--- src/sv/dte_pkg.sv ---
// ----------------------------------------------------------------------------
// dte_pkg
// Types, constants and calendar tables for the date/time to epoch converter.
// ----------------------------------------------------------------------------
package dte_pkg;

    // Calendar constants
    localparam int EPOCH_YEAR     = 17;
    localparam int CENTURY_YEAR   = 100;
    localparam int LAST_YEAR      = 99;
    localparam int DAYS_PER_YEAR  = 365;
    localparam int HOURS_PER_DAY  = 24;
    localparam int MIN_PER_HOUR   = 60;
    localparam int SEC_PER_MIN    = 60;
    localparam int MAX_HOUR       = 23;
    localparam int MAX_MINUTE     = 59;
    localparam int MAX_SECOND     = 60;
    localparam int MONTHS         = 12;
    localparam int FEBRUARY       = 2;
    // leap days from the epoch's base, (EPOCH_YEAR - 1) / 4
    localparam int EPOCH_LEAP_OFS = (EPOCH_YEAR - 1) / 4;
    localparam logic [31:0] MAX_EPOCH = 32'd2650752000;

    // Field widths inside the pipeline
    localparam int YEAR_W = 7;
    localparam int DAYS_W = 15;
    localparam int HRS_W  = 20;
    localparam int MINS_W = 26;
    localparam int SECS_W = 32;

    // Request: one date and time as raw bytes
    typedef struct packed {
        logic [7:0] day_of_month;
        logic [7:0] month;
        logic [7:0] year_of_century;
        logic [7:0] hour;
        logic [7:0] minute;
        logic [7:0] second;
    } t_date_req;

    // Result: seconds since epoch with valid flag
    typedef struct packed {
        logic [31:0] epoch_seconds;
        logic        valid_res;
    } t_epoch_res;

    // Day-count stage output; zeroed fields when the request was invalid
    typedef struct packed {
        logic [DAYS_W-1:0] days;
        logic [4:0]        hour;
        logic [5:0]        minute;
        logic [5:0]        second;
        logic              ok;
    } t_day_stage;

    // Length of a month in a common year, index 0 = January
    function automatic logic [4:0] month_len(input logic [3:0] idx);
        logic [4:0] len;
        unique case (idx)
            4'd1:                      len = 5'd28;
            4'd3, 4'd5, 4'd8, 4'd10:   len = 5'd30;
            default:                   len = 5'd31;
        endcase
        return len;
    endfunction

    // Days of a common year before the first of each month
    function automatic logic [8:0] month_start(input logic [3:0] idx);
        logic [8:0] ds;
        unique case (idx)
            4'd0:    ds = 9'd0;
            4'd1:    ds = 9'd31;
            4'd2:    ds = 9'd59;
            4'd3:    ds = 9'd90;
            4'd4:    ds = 9'd120;
            4'd5:    ds = 9'd151;
            4'd6:    ds = 9'd181;
            4'd7:    ds = 9'd212;
            4'd8:    ds = 9'd243;
            4'd9:    ds = 9'd273;
            4'd10:   ds = 9'd304;
            4'd11:   ds = 9'd334;
            default: ds = 9'd0;
        endcase
        return ds;
    endfunction

endpackage

--- src/sv/dte_in_if.sv ---
// ----------------------------------------------------------------------------
// dte_in_if
// Request channel carrying one raw date and time.
// ----------------------------------------------------------------------------
interface dte_in_if;
    import dte_pkg::*;

    logic      valid;
    logic      ready;
    t_date_req req;

    modport source (output valid, output req, input ready);
    modport sink   (input valid, input req, output ready);
endinterface

--- src/sv/dte_out_if.sv ---
// ----------------------------------------------------------------------------
// dte_out_if
// Result channel carrying epoch seconds and the valid flag.
// ----------------------------------------------------------------------------
interface dte_out_if;
    import dte_pkg::*;

    logic       valid;
    logic       ready;
    t_epoch_res res;

    modport source (output valid, output res, input ready);
    modport sink   (input valid, input res, output ready);
endinterface

--- src/sv/dte_day.sv ---
// ----------------------------------------------------------------------------
// dte_day
// First stage: range checks and day count since the epoch.
// ----------------------------------------------------------------------------
module dte_day (
    input  logic                i_clk,
    input  logic                i_rst_n,
    dte_in_if.sink              i_date,
    output logic                o_valid,
    input  logic                i_ready,
    output dte_pkg::t_day_stage o_day
);
    import dte_pkg::*;

    logic               r_valid;
    t_day_stage         r_day;
    t_day_stage         n_day;
    logic               stage_ready;
    logic [YEAR_W-1:0]  year;
    logic               year_ok;
    logic               leap;
    logic               month_ok;
    logic [3:0]         mon_idx;
    logic [5:0]         day_lim;
    logic               day_ok;
    logic               time_ok;
    logic               all_ok;
    logic [DAYS_W-1:0]  year_days;
    logic [DAYS_W-1:0]  leap_days;
    logic [DAYS_W-1:0]  total_days;

    // Stage advances when empty or when the next stage takes its request
    assign stage_ready  = !r_valid || i_ready;
    assign i_date.ready = stage_ready;

    // Year decode: 0 is 2100, 17..99 direct, anything else invalid
    always_comb begin
        year_ok = 1'b1;
        year    = YEAR_W'(EPOCH_YEAR);
        if (i_date.req.year_of_century == 8'd0) begin
            year = YEAR_W'(CENTURY_YEAR);
        end else if (i_date.req.year_of_century >= 8'(EPOCH_YEAR) &&
                     i_date.req.year_of_century <= 8'(LAST_YEAR)) begin
            year = i_date.req.year_of_century[YEAR_W-1:0];
        end else begin
            year_ok = 1'b0;
        end
    end

    assign leap = (year[1:0] == 2'b00) && (year != YEAR_W'(CENTURY_YEAR));

    // Month and day checks; leap day only in February
    assign month_ok = (i_date.req.month >= 8'd1) && (i_date.req.month <= 8'(MONTHS));
    assign mon_idx  = 4'(i_date.req.month - 8'd1);
    assign day_lim  = {1'b0, month_len(mon_idx)} +
                      6'((i_date.req.month == 8'(FEBRUARY)) && leap);
    assign day_ok   = (i_date.req.day_of_month != 8'd0) &&
                      (i_date.req.day_of_month <= {2'b00, day_lim});
    assign time_ok  = (i_date.req.hour <= 8'(MAX_HOUR)) &&
                      (i_date.req.minute <= 8'(MAX_MINUTE)) &&
                      (i_date.req.second <= 8'(MAX_SECOND));
    assign all_ok   = year_ok && month_ok && day_ok && time_ok;

    // Day count: whole years, leap days of past years, month offset, day
    assign year_days  = DAYS_W'(year - YEAR_W'(EPOCH_YEAR)) * DAYS_W'(DAYS_PER_YEAR);
    assign leap_days  = DAYS_W'((year - YEAR_W'(1)) >> 2) - DAYS_W'(EPOCH_LEAP_OFS);
    assign total_days = year_days + leap_days + DAYS_W'(month_start(mon_idx)) +
                        DAYS_W'((i_date.req.month > 8'(FEBRUARY)) && leap) +
                        DAYS_W'(i_date.req.day_of_month - 8'd1);

    // Invalid requests carry all-zero fields so the result comes out zero
    always_comb begin
        n_day = '0;
        if (all_ok) begin
            n_day.days   = total_days;
            n_day.hour   = i_date.req.hour[4:0];
            n_day.minute = i_date.req.minute[5:0];
            n_day.second = i_date.req.second[5:0];
            n_day.ok     = 1'b1;
        end
    end

    always_ff @(posedge i_clk) begin
        if (!i_rst_n) begin
            r_valid <= 1'b0;
        end else if (stage_ready) begin
            r_valid <= i_date.valid;
        end
    end

    always_ff @(posedge i_clk) begin
        if (stage_ready && i_date.valid) begin
            r_day <= n_day;
        end
    end

    assign o_valid = r_valid;
    assign o_day   = r_day;

endmodule

--- src/sv/dte_time.sv ---
// ----------------------------------------------------------------------------
// dte_time
// Three multiply-add stages: days to hours, hours to minutes, minutes to
// seconds. The last stage is the output register.
// ----------------------------------------------------------------------------
module dte_time (
    input  logic                i_clk,
    input  logic                i_rst_n,
    input  logic                i_valid,
    output logic                o_ready,
    input  dte_pkg::t_day_stage i_day,
    dte_out_if.source           o_epoch
);
    import dte_pkg::*;

    logic              r_hrs_valid;
    logic [HRS_W-1:0]  r_hrs;
    logic [5:0]        r_hrs_min;
    logic [5:0]        r_hrs_sec;
    logic              r_hrs_ok;
    logic              r_min_valid;
    logic [MINS_W-1:0] r_mins;
    logic [5:0]        r_min_sec;
    logic              r_min_ok;
    logic              r_out_valid;
    t_epoch_res        r_out;
    logic [HRS_W-1:0]  n_hrs;
    logic [MINS_W-1:0] n_mins;
    logic [SECS_W-1:0] n_secs;
    logic              hrs_ready;
    logic              min_ready;
    logic              out_ready;

    // Per-stage ready so bubbles collapse under a stall
    assign out_ready = !r_out_valid || o_epoch.ready;
    assign min_ready = !r_min_valid || out_ready;
    assign hrs_ready = !r_hrs_valid || min_ready;
    assign o_ready   = hrs_ready;

    assign n_hrs  = HRS_W'(i_day.days) * HRS_W'(HOURS_PER_DAY) + HRS_W'(i_day.hour);
    assign n_mins = MINS_W'(r_hrs) * MINS_W'(MIN_PER_HOUR) + MINS_W'(r_hrs_min);
    assign n_secs = SECS_W'(r_mins) * SECS_W'(SEC_PER_MIN) + SECS_W'(r_min_sec);

    // Hours stage
    always_ff @(posedge i_clk) begin
        if (!i_rst_n) begin
            r_hrs_valid <= 1'b0;
        end else if (hrs_ready) begin
            r_hrs_valid <= i_valid;
        end
    end

    always_ff @(posedge i_clk) begin
        if (hrs_ready && i_valid) begin
            r_hrs     <= n_hrs;
            r_hrs_min <= i_day.minute;
            r_hrs_sec <= i_day.second;
            r_hrs_ok  <= i_day.ok;
        end
    end

    // Minutes stage
    always_ff @(posedge i_clk) begin
        if (!i_rst_n) begin
            r_min_valid <= 1'b0;
        end else if (min_ready) begin
            r_min_valid <= r_hrs_valid;
        end
    end

    always_ff @(posedge i_clk) begin
        if (min_ready && r_hrs_valid) begin
            r_mins    <= n_mins;
            r_min_sec <= r_hrs_sec;
            r_min_ok  <= r_hrs_ok;
        end
    end

    // Seconds stage, holds the result until taken
    always_ff @(posedge i_clk) begin
        if (!i_rst_n) begin
            r_out_valid <= 1'b0;
        end else if (out_ready) begin
            r_out_valid <= r_min_valid;
        end
    end

    always_ff @(posedge i_clk) begin
        if (out_ready && r_min_valid) begin
            r_out.epoch_seconds <= n_secs;
            r_out.valid_res     <= r_min_ok;
        end
    end

    assign o_epoch.valid = r_out_valid;
    assign o_epoch.res   = r_out;

endmodule

--- src/sv/date_time_to_epoch_seconds.sv ---
// ----------------------------------------------------------------------------
// date_time_to_epoch_seconds
// Converts a raw UTC date and time to seconds since 2017-01-01 00:00:00.
// ----------------------------------------------------------------------------
// Takes one request per cycle while the output side keeps up; a stall on
// the output holds the pipeline with no loss. The four register stages are
// the range check with day count, then one constant multiply-add each for
// hours, minutes and seconds; the output register is the last of them. Year
// byte 17..99 is 2017..2099 and 0 is 2100; second 60 is accepted. Any
// out-of-range field yields zero seconds with valid_res cleared.
module date_time_to_epoch_seconds (
    input  logic       i_clk,
    input  logic       i_rst_n,
    dte_in_if.sink     i_date,
    dte_out_if.source  o_epoch
);
    import dte_pkg::*;

    logic       day_valid;
    logic       day_ready;
    t_day_stage day_data;

    dte_day u_day (
        .i_clk   (i_clk),
        .i_rst_n (i_rst_n),
        .i_date  (i_date),
        .o_valid (day_valid),
        .i_ready (day_ready),
        .o_day   (day_data)
    );

    dte_time u_time (
        .i_clk   (i_clk),
        .i_rst_n (i_rst_n),
        .i_valid (day_valid),
        .o_ready (day_ready),
        .i_day   (day_data),
        .o_epoch (o_epoch)
    );

    // A rejected request leaves the first stage with all fields zeroed
    a_reject_zeroed: assert property (@(posedge i_clk) disable iff (!i_rst_n)
        day_valid && !day_data.ok |->
            day_data.days == '0 && day_data.hour == '0 &&
            day_data.minute == '0 && day_data.second == '0)
        else $error("rejected request carries nonzero fields");

    // Invalid result must read as zero seconds
    a_invalid_zero: assert property (@(posedge i_clk) disable iff (!i_rst_n)
        o_epoch.valid && !o_epoch.res.valid_res |-> o_epoch.res.epoch_seconds == '0)
        else $error("invalid result with nonzero seconds");

    // Valid result never exceeds the last second of 2100
    a_max_range: assert property (@(posedge i_clk) disable iff (!i_rst_n)
        o_epoch.valid && o_epoch.res.valid_res |-> o_epoch.res.epoch_seconds <= MAX_EPOCH)
        else $error("epoch seconds beyond range");

endmodule

--- src/flat_wrapper.sv ---
// flat-port wrapper written by rule: the top's interface ports become plain ports
module date_time_to_epoch_seconds_flat import dte_pkg::*;
  (i_clk, i_rst_n, i_date_valid, i_date_req, i_date_ready, o_epoch_valid, o_epoch_res, o_epoch_ready);
  dte_in_if i_date_i ();
  dte_out_if o_epoch_i ();
  input  logic i_clk;
  input  logic i_rst_n;
  input wire logic [$bits(i_date_i.valid)-1:0] i_date_valid;
  input wire logic [$bits(i_date_i.req)-1:0] i_date_req;
  output wire logic [$bits(i_date_i.ready)-1:0] i_date_ready;
  output wire logic [$bits(o_epoch_i.valid)-1:0] o_epoch_valid;
  output wire logic [$bits(o_epoch_i.res)-1:0] o_epoch_res;
  input wire logic [$bits(o_epoch_i.ready)-1:0] o_epoch_ready;
  assign i_date_i.valid = i_date_valid;
  assign i_date_i.req = i_date_req;
  assign i_date_ready = i_date_i.ready;
  assign o_epoch_valid = o_epoch_i.valid;
  assign o_epoch_res = o_epoch_i.res;
  assign o_epoch_i.ready = o_epoch_ready;
  date_time_to_epoch_seconds u_core (.i_clk(i_clk), .i_rst_n(i_rst_n), .i_date(i_date_i), .o_epoch(o_epoch_i));
endmodule
--- config.mk ---
export PLATFORM = sky130hd
export DESIGN_NAME = date_time_to_epoch_seconds_flat
export DESIGN_NICKNAME = d
export VERILOG_FILES = /design/src/sv/dte_pkg.sv /design/src/sv/dte_in_if.sv /design/src/sv/dte_out_if.sv /design/src/sv/dte_day.sv /design/src/sv/dte_time.sv /design/src/sv/date_time_to_epoch_seconds.sv /design/src/flat_wrapper.sv
export SDC_FILE = /design/constraint.sdc
export NUM_CORES = 1
export LEC_CHECK = 0
export BUFFER_PORTS_ARGS = -buffer_cell sky130_fd_sc_hd__buf_2
export CORE_MARGIN = 3
export CORE_UTILIZATION = 58
export CTS_BUF_LIST = sky130_fd_sc_hd__clkbuf_4 sky130_fd_sc_hd__clkbuf_8
export DETAILED_ROUTE_END_ITERATION = 6
export PLACE_DENSITY = 0.8
export SLEW_MARGIN = 20
export SYNTH_ARGS = -nofsm -noshare
export SYNTH_HDL_FRONTEND = slang
export SYNTH_SLANG_ARGS = --single-unit
--- constraint.sdc ---
create_clock -name i_clk -period 8.15 [get_ports i_clk]
set_input_delay 1.63 -clock i_clk [delete_from_list [all_inputs] [get_ports i_clk]]
set_output_delay 1.63 -clock i_clk [all_outputs]
set_load 0.01 [all_outputs]
Word level (Yosys, flattened, before mapping)
Memory sizes are Yosys's and may differ from the RTL's. Index checks and enable logic that the tools add are counted.

$lt $le $gt $ge: 9. Equality and inequality tests: 7. Reductions and logical operators: 27. Multiplexer cells: 6. $mul: 4. Add/sub/neg operators: 13.

Operators by type and width (count): $add 32x6->32 (1); $add 15x15->15 (2); $mul 26x4->30 const B (1); $add 26x6->26 (1); $mul 20x4->24 const B (1); $add 20x5->20 (1); $mul 15x2->17 const B (1); $le 8x6->1 const B (2); $add 15x1->15 (1); $add 15x9->15 (1); $logic_and 1x1->1 (15); $mul 8x10->15 const B (1); $mux 7 (2); $sub 13x3->14 const B (1); $sub 8x1->9 const B (1); $eq 4x4->1 const B (2); $eq 8x2->1 const B (1); $ge 8x1->1 const B (1); $ge 8x5->1 const B (1); $gt 8x2->1 const B (1); $le 8x4->1 const B (1); $le 8x5->1 const B (1); $le 8x6->1 (1); $le 8x7->1 const B (1); other kinds (16) (24).

ROM bits: 144. Output and inout bits: 35. Word-level logic and storage cells: 85. Memories: 1. Register bits after elaboration: 136. Input port bits: 52.

Memory list: (name not given) (depth 16, bits a word 9, read ports 1, clocked after Yosys merged registers in 0, wr ports 0, RTL line dte_pkg.sv:70) `unique case (idx)`.

Longest topological paths before layout
Word-level depth: 13. Mapped depth: 30. Mapped depth without buffers: 29.

Cells and area by module
Synthesis repeated with hierarchy kept, for this count alone.

Cells, all modules: 1543. Area, all modules: 15278.4 um^2.

Modules (own cells, without submodules): dte_time (sequential area each 3032.9 um^2, area each 10278.6 um^2, times used 1, cells each 1012); dte_day (sequential area each 1011.0 um^2, area each 4999.8 um^2, times used 1, cells each 531).

Least setup slack after synthesis
OpenSTA, ideal clock, no wires.

Path type: input -> register. From: input i_date_req[24]. To: register u_core.u_day.r_day, in the netlist u_core.u_day.o_day[32] (data pin). Path buffers: 1. Path slack: -0.006 ns. Data arrival time: 7.901 ns. Cell stages on the path: 28. Path through: or4_1 nand2b_1 clkbuf_1 a21oi_1 ha_1 nand3_1 xnor2_1 ha_1 xor2_1 ha_1 inv_1 fa_1 inv_1 fa_1 inv_1 fa_1 inv_1 ha_1 nor2b_1 o21ai_0 a21boi_0 o21ai_0 a21boi_0 o21ai_0 a21oi_1 o41ai_1 xnor2_1 and2_1.

Longest elaborated chain between the ends: 12.

Ends and longest elaborated chain: from (decl) (RTL line flat_wrapper.sv:9) `input wire logic [$bits(i_date_i.req)-1:0] i_date_req;`; parallel branches: the longest is 12 deep, another holds $mul 8x10->15; to (signal assigned) (RTL line dte_day.sv:93) `r_day <= n_day;`; to (decl) (RTL line dte_day.sv:16) `t_day_stage r_day;`.

Several ways; the timed one is not identified. A chain may end at the register's enable or synchronous reset.

Worst setup path in the final report
Same ends and word-level chain as after synthesis.

==> impl_results.md <==
- Status: finished, final reports clean
- Drt pass-1 iters: 5
- CTS buffer count: 17
- I/O Buffers: 86
- Final min period: 7.78 ns
- Grt total ovfl: 0
- Commonest non-fill, non-tap cell in the layout: inv_1
- Top FF cell, synth: edfxtp_1
- Clock Latency Late Sink: 0.45 ns
- CP Max Fanout: 5
- Busiest grt layer: met2
- Layout Nets: between 1,500 and 2,000
- R2R cell count: 15
- Synthesized flop and latch total: 136
- Most frequent cells in the layout: inv_1, ha_1, fa_1
- Worst Max-Slew Pin Slew: 0.990 ns
- Final Worst Setup Slack: 0.372 ns
- Filler cells: around 1,900
- CTS HTree Levels: 4
- Met3 Usage GRT: 0.0347
- Clk sinks: 136
- Combinational power share: 0.710
- WP data arrival: 8.00 ns
- Final ANT Viol Nets: 0
- Number of synthesized flops with an enable pin: 132
- Share of layout cells above drive strength 1: 0.118
- Path type of the worst min-delay path: flip-flop to flip-flop
- CTS tree: done
- GRT Total Usage: 0.212
- Netlist Area Pre-Place: 0.0147 mm^2
- Setup Skew: 0.0182 ns
- Max VDD drop: 0.285 mV
- Drt drc: 0
- Final Power: 5.36 mW
- Met1 usage: 0.252
- Achievable Freq: 0.129 GHz
- RR Endpoint: u_core.u_time.r_mins[24]
- Critical path class: input pin to flip-flop
- Distinct cells, synth: 87
- Number of core rows: 57
- Vias: 10,275
- Clock power frac: 0.104
- IO Count: 87
- Post-CTS Setup Inserts: 0
- Post-Route WL: around 27,000 um
- Global-route wire length before repair: 47,400 um
- Switching pwr: 2.53 mW
- Average size of a mapped cell: 10.5 um^2
- DIE WIDTH: 165 um
- LEAKAGE: 6.83 nW
- Area growth syn-to-layout: 9.08%
- YS warnings: 0
- N_diodes: 0
- Clock transition at the registers of the reported paths: 0.09 ns
- Sw Ratio: 0.472
- Unrepaired setup endpoints after global routing: no
- Min-Delay Endpoint: u_core.u_time.r_hrs[0]
- Rel. slew slack: 0.339
- Met2 usage: 0.397
- Hold path depth: 0
- Internal power: about 2.8 mW
- Initial Utilization: 0.597
- Place WS: -0.131 ns
- Pwr Density: 335 mW/mm^2
- Routed length per instance: 14.8 um
- Root Buffer: clkbuf_8
- Crit. End Element: flip-flop
- Detailed Place HPWL: 22,800 um
- Height of the die: approximately 170 um
- Period utilization: 0.954
- Largest net degree at the start of global routing: 34
- Initial DRC Count: 482
- Maxcap violations: 0
- Pins over their slew limit: 0
- Mapped Cells: 1,400
- Max Buffers Root-to-Sink: 2
- Initial antenna violation count: 0
- Hold Fails Final Rpt: 0
- Reg-to-Reg Start: u_core.u_time.r_hrs[0]
- Flop pwr share: 0.185
- Setup crit start kind: input pin
- Setup Viol. Count Final: 0
- Area of the die: approximately 0.027 mm^2
- Post-synthesis sequential area ratio: 0.275
- R2r setup slk: 3.34 ns
- GPL Wtd Cong: 0.908
- Placeable Area: 0.0246 mm^2
- Ys async rst share: 0
- Crit path required time: 8.37 ns
- Worst hold start: u_core.u_day.o_day[13]
- Vias in the first global route: around 11,000
- Avg Vias per Cell: 5.59
-- synthesized netlist by cell type (4+ instances only) --
library cell,n,area [um^2]
inv_1,165,619
a21o_1,31,233
o22ai_1,4,25.0
o21a_1,13,97.6
nor3b_1,8,60.1
mux2i_1,5,50.1
xnor2_1,88,771
clkbuf_1,22,82.6
o31a_1,4,35.0
and2_1,39,244
o21ai_0,44,220
dfxtp_1,4,80.1
nor3_1,24,120
ha_1,161,2010
a21oi_1,81,405
fa_1,141,2820
a31oi_1,8,50.1
o31ai_1,6,45.0
edfxtp_1,132,3960
nor2_1,76,285
o21bai_1,8,60.1
nor2b_1,21,131
nor4_1,7,43.8
or3_1,7,43.8
xor2_1,61,534
and3_1,11,68.8
nand2b_1,7,43.8
or2_2,7,43.8
a211oi_1,6,45.0
nand3_1,32,160
nand2_1,64,240
nor3_2,5,50.1
buf_2,4,20.0
o211ai_1,10,75.1
a21boi_0,6,45.0
o21ai_1,4,20.0
nand4_1,14,87.6
-- per-layer routing --
metal | routed length (um) | part of all wire | vias to the layer above
met5 | 0 | 0 | -
met4 | 407 | 0.015 | 0
met3 | 780 | 0.029 | 37
met2 | 14600 | 0.54 | 153
met1 | 11400 | 0.42 | 5027
li1 | - | - | 5058
-- power by group through the flow --
stage               clock network (mW)  logic (mW)  registers, mW
global placement                     0        3.63           1.01
floorplan                            0        3.11           1.02
detailed placement                   0        3.79           1.01
global route                     0.602        4.33           1.01
finish                           0.559        3.81          0.995
CTS                              0.573        3.81          0.998
-- critical path: stages --
cell      delay, ns
buf_2          0.12
or4_1          0.59
a21oi_1        0.22
and2_1         0.17
nor3_1         0.10
nand2_1        0.11
ha_1           0.21
nand3_1        0.12
buf_4          0.16
a21oi_1        0.13
mux2i_1        0.09
o22ai_1        0.29
and2_1         0.23
fa_1           0.43
inv_1          0.10
ha_1           0.25
fa_1           0.54
inv_1          0.06
fa_1           0.50
fa_1           0.54
inv_1          0.04
ha_1           0.31
a21boi_0       0.15
o21ai_0        0.23
a21oi_1        0.14
o41ai_2        0.26
xnor2_1        0.10
and2_1         0.15
-- cell type report --
| cell class | instances | area, um^2 | area share |
|---|---|---|---|
| multi-input combinational | 1075 | 9970 | 0.622 |
| sequential | 136 | 4040 | 0.253 |
| inverter | 165 | 619 | 0.0387 |
| timing repair buffer | 105 | 573 | 0.0358 |
| tap | 324 | 405 | 0.0253 |
| clock buffer | 17 | 234 | 0.0146 |
| clock inverter | 15 | 169 | 0.0105 |
-- logic make-up (layout without fill, tap and decap cells) --
| kind of cell | Yosys count | after routing | synth area share |
|---|---|---|---|
| fa+ha+maj | 302 | 302 | 0.330 |
| compound gates | 263 | 263 | 0.118 |
| other cells | 2 | 6 | 0.000512 |
| simple gates | 348 | 348 | 0.132 |
| mux | 5 | 5 | 0.00341 |
| xor+xnor | 151 | 151 | 0.0911 |
| buf+inv | 193 | 302 | 0.0498 |
| flops | 136 | 136 | 0.275 |
-- flip-flops by register name, indices dropped and copies added (netlist names) --
name / count
u_core.u_day.o_day: 33
u_core.u_time.o_epoch.res: 33
u_core.u_time.r_mins: 26
u_core.u_time.r_hrs: 20
u_core.u_time.r_hrs_min: 6
u_core.u_time.r_hrs_sec: 6
u_core.u_time.r_min_sec: 6
u_core.u_day.o_valid: 1
u_core.u_time.o_epoch.valid: 1
u_core.u_time.r_hrs_ok: 1
u_core.u_time.r_hrs_valid: 1
u_core.u_time.r_min_ok: 1
u_core.u_time.r_min_valid: 1
-- through the flow --
| step | utilization | std cells | area, um^2 | TNS [ns] | hold WS [ns] |
|---|---|---|---|---|---|
| floorplan | - | 1404 | 14700 | 0 | 0.400 |
| global placement | 0.634 | 1805 | 15600 | 0 | 0.402 |
| detailed placement | 0.634 | 1805 | 15600 | -0.217 | 0.405 |
| CTS | 0.650 | 1837 | 16000 | 0 | 0.418 |
| global route | 0.651 | 1837 | 16000 | 0 | 0.420 |
| finish | 0.651 | 1837 | 16000 | 0 | 0.415 |
-- what timing repair did --
action                                  4_1_cts  5_1_grt
gates resized for setup                       0        4
endpoints found under the setup margin        0        3
hold buffers                                  0        0
-- worst max path at each step --
stage                        endpoint  slack [ns]           start
3_3_place_gp   u_core.u_day.o_day[32]        0.09  i_date_req[24]
3_5_place_dp   u_core.u_day.o_day[32]       -0.13  i_date_req[24]
4_1_cts        u_core.u_day.o_day[32]        0.34  i_date_req[24]
6_report       u_core.u_day.o_day[32]        0.37  i_date_req[24]
2_1_floorplan  u_core.u_day.o_day[32]        0.14  i_date_req[24]
5_1_grt        u_core.u_day.o_day[32]        0.02  i_date_req[24]
Note: power is estimated with default switching activity, not from simulation.
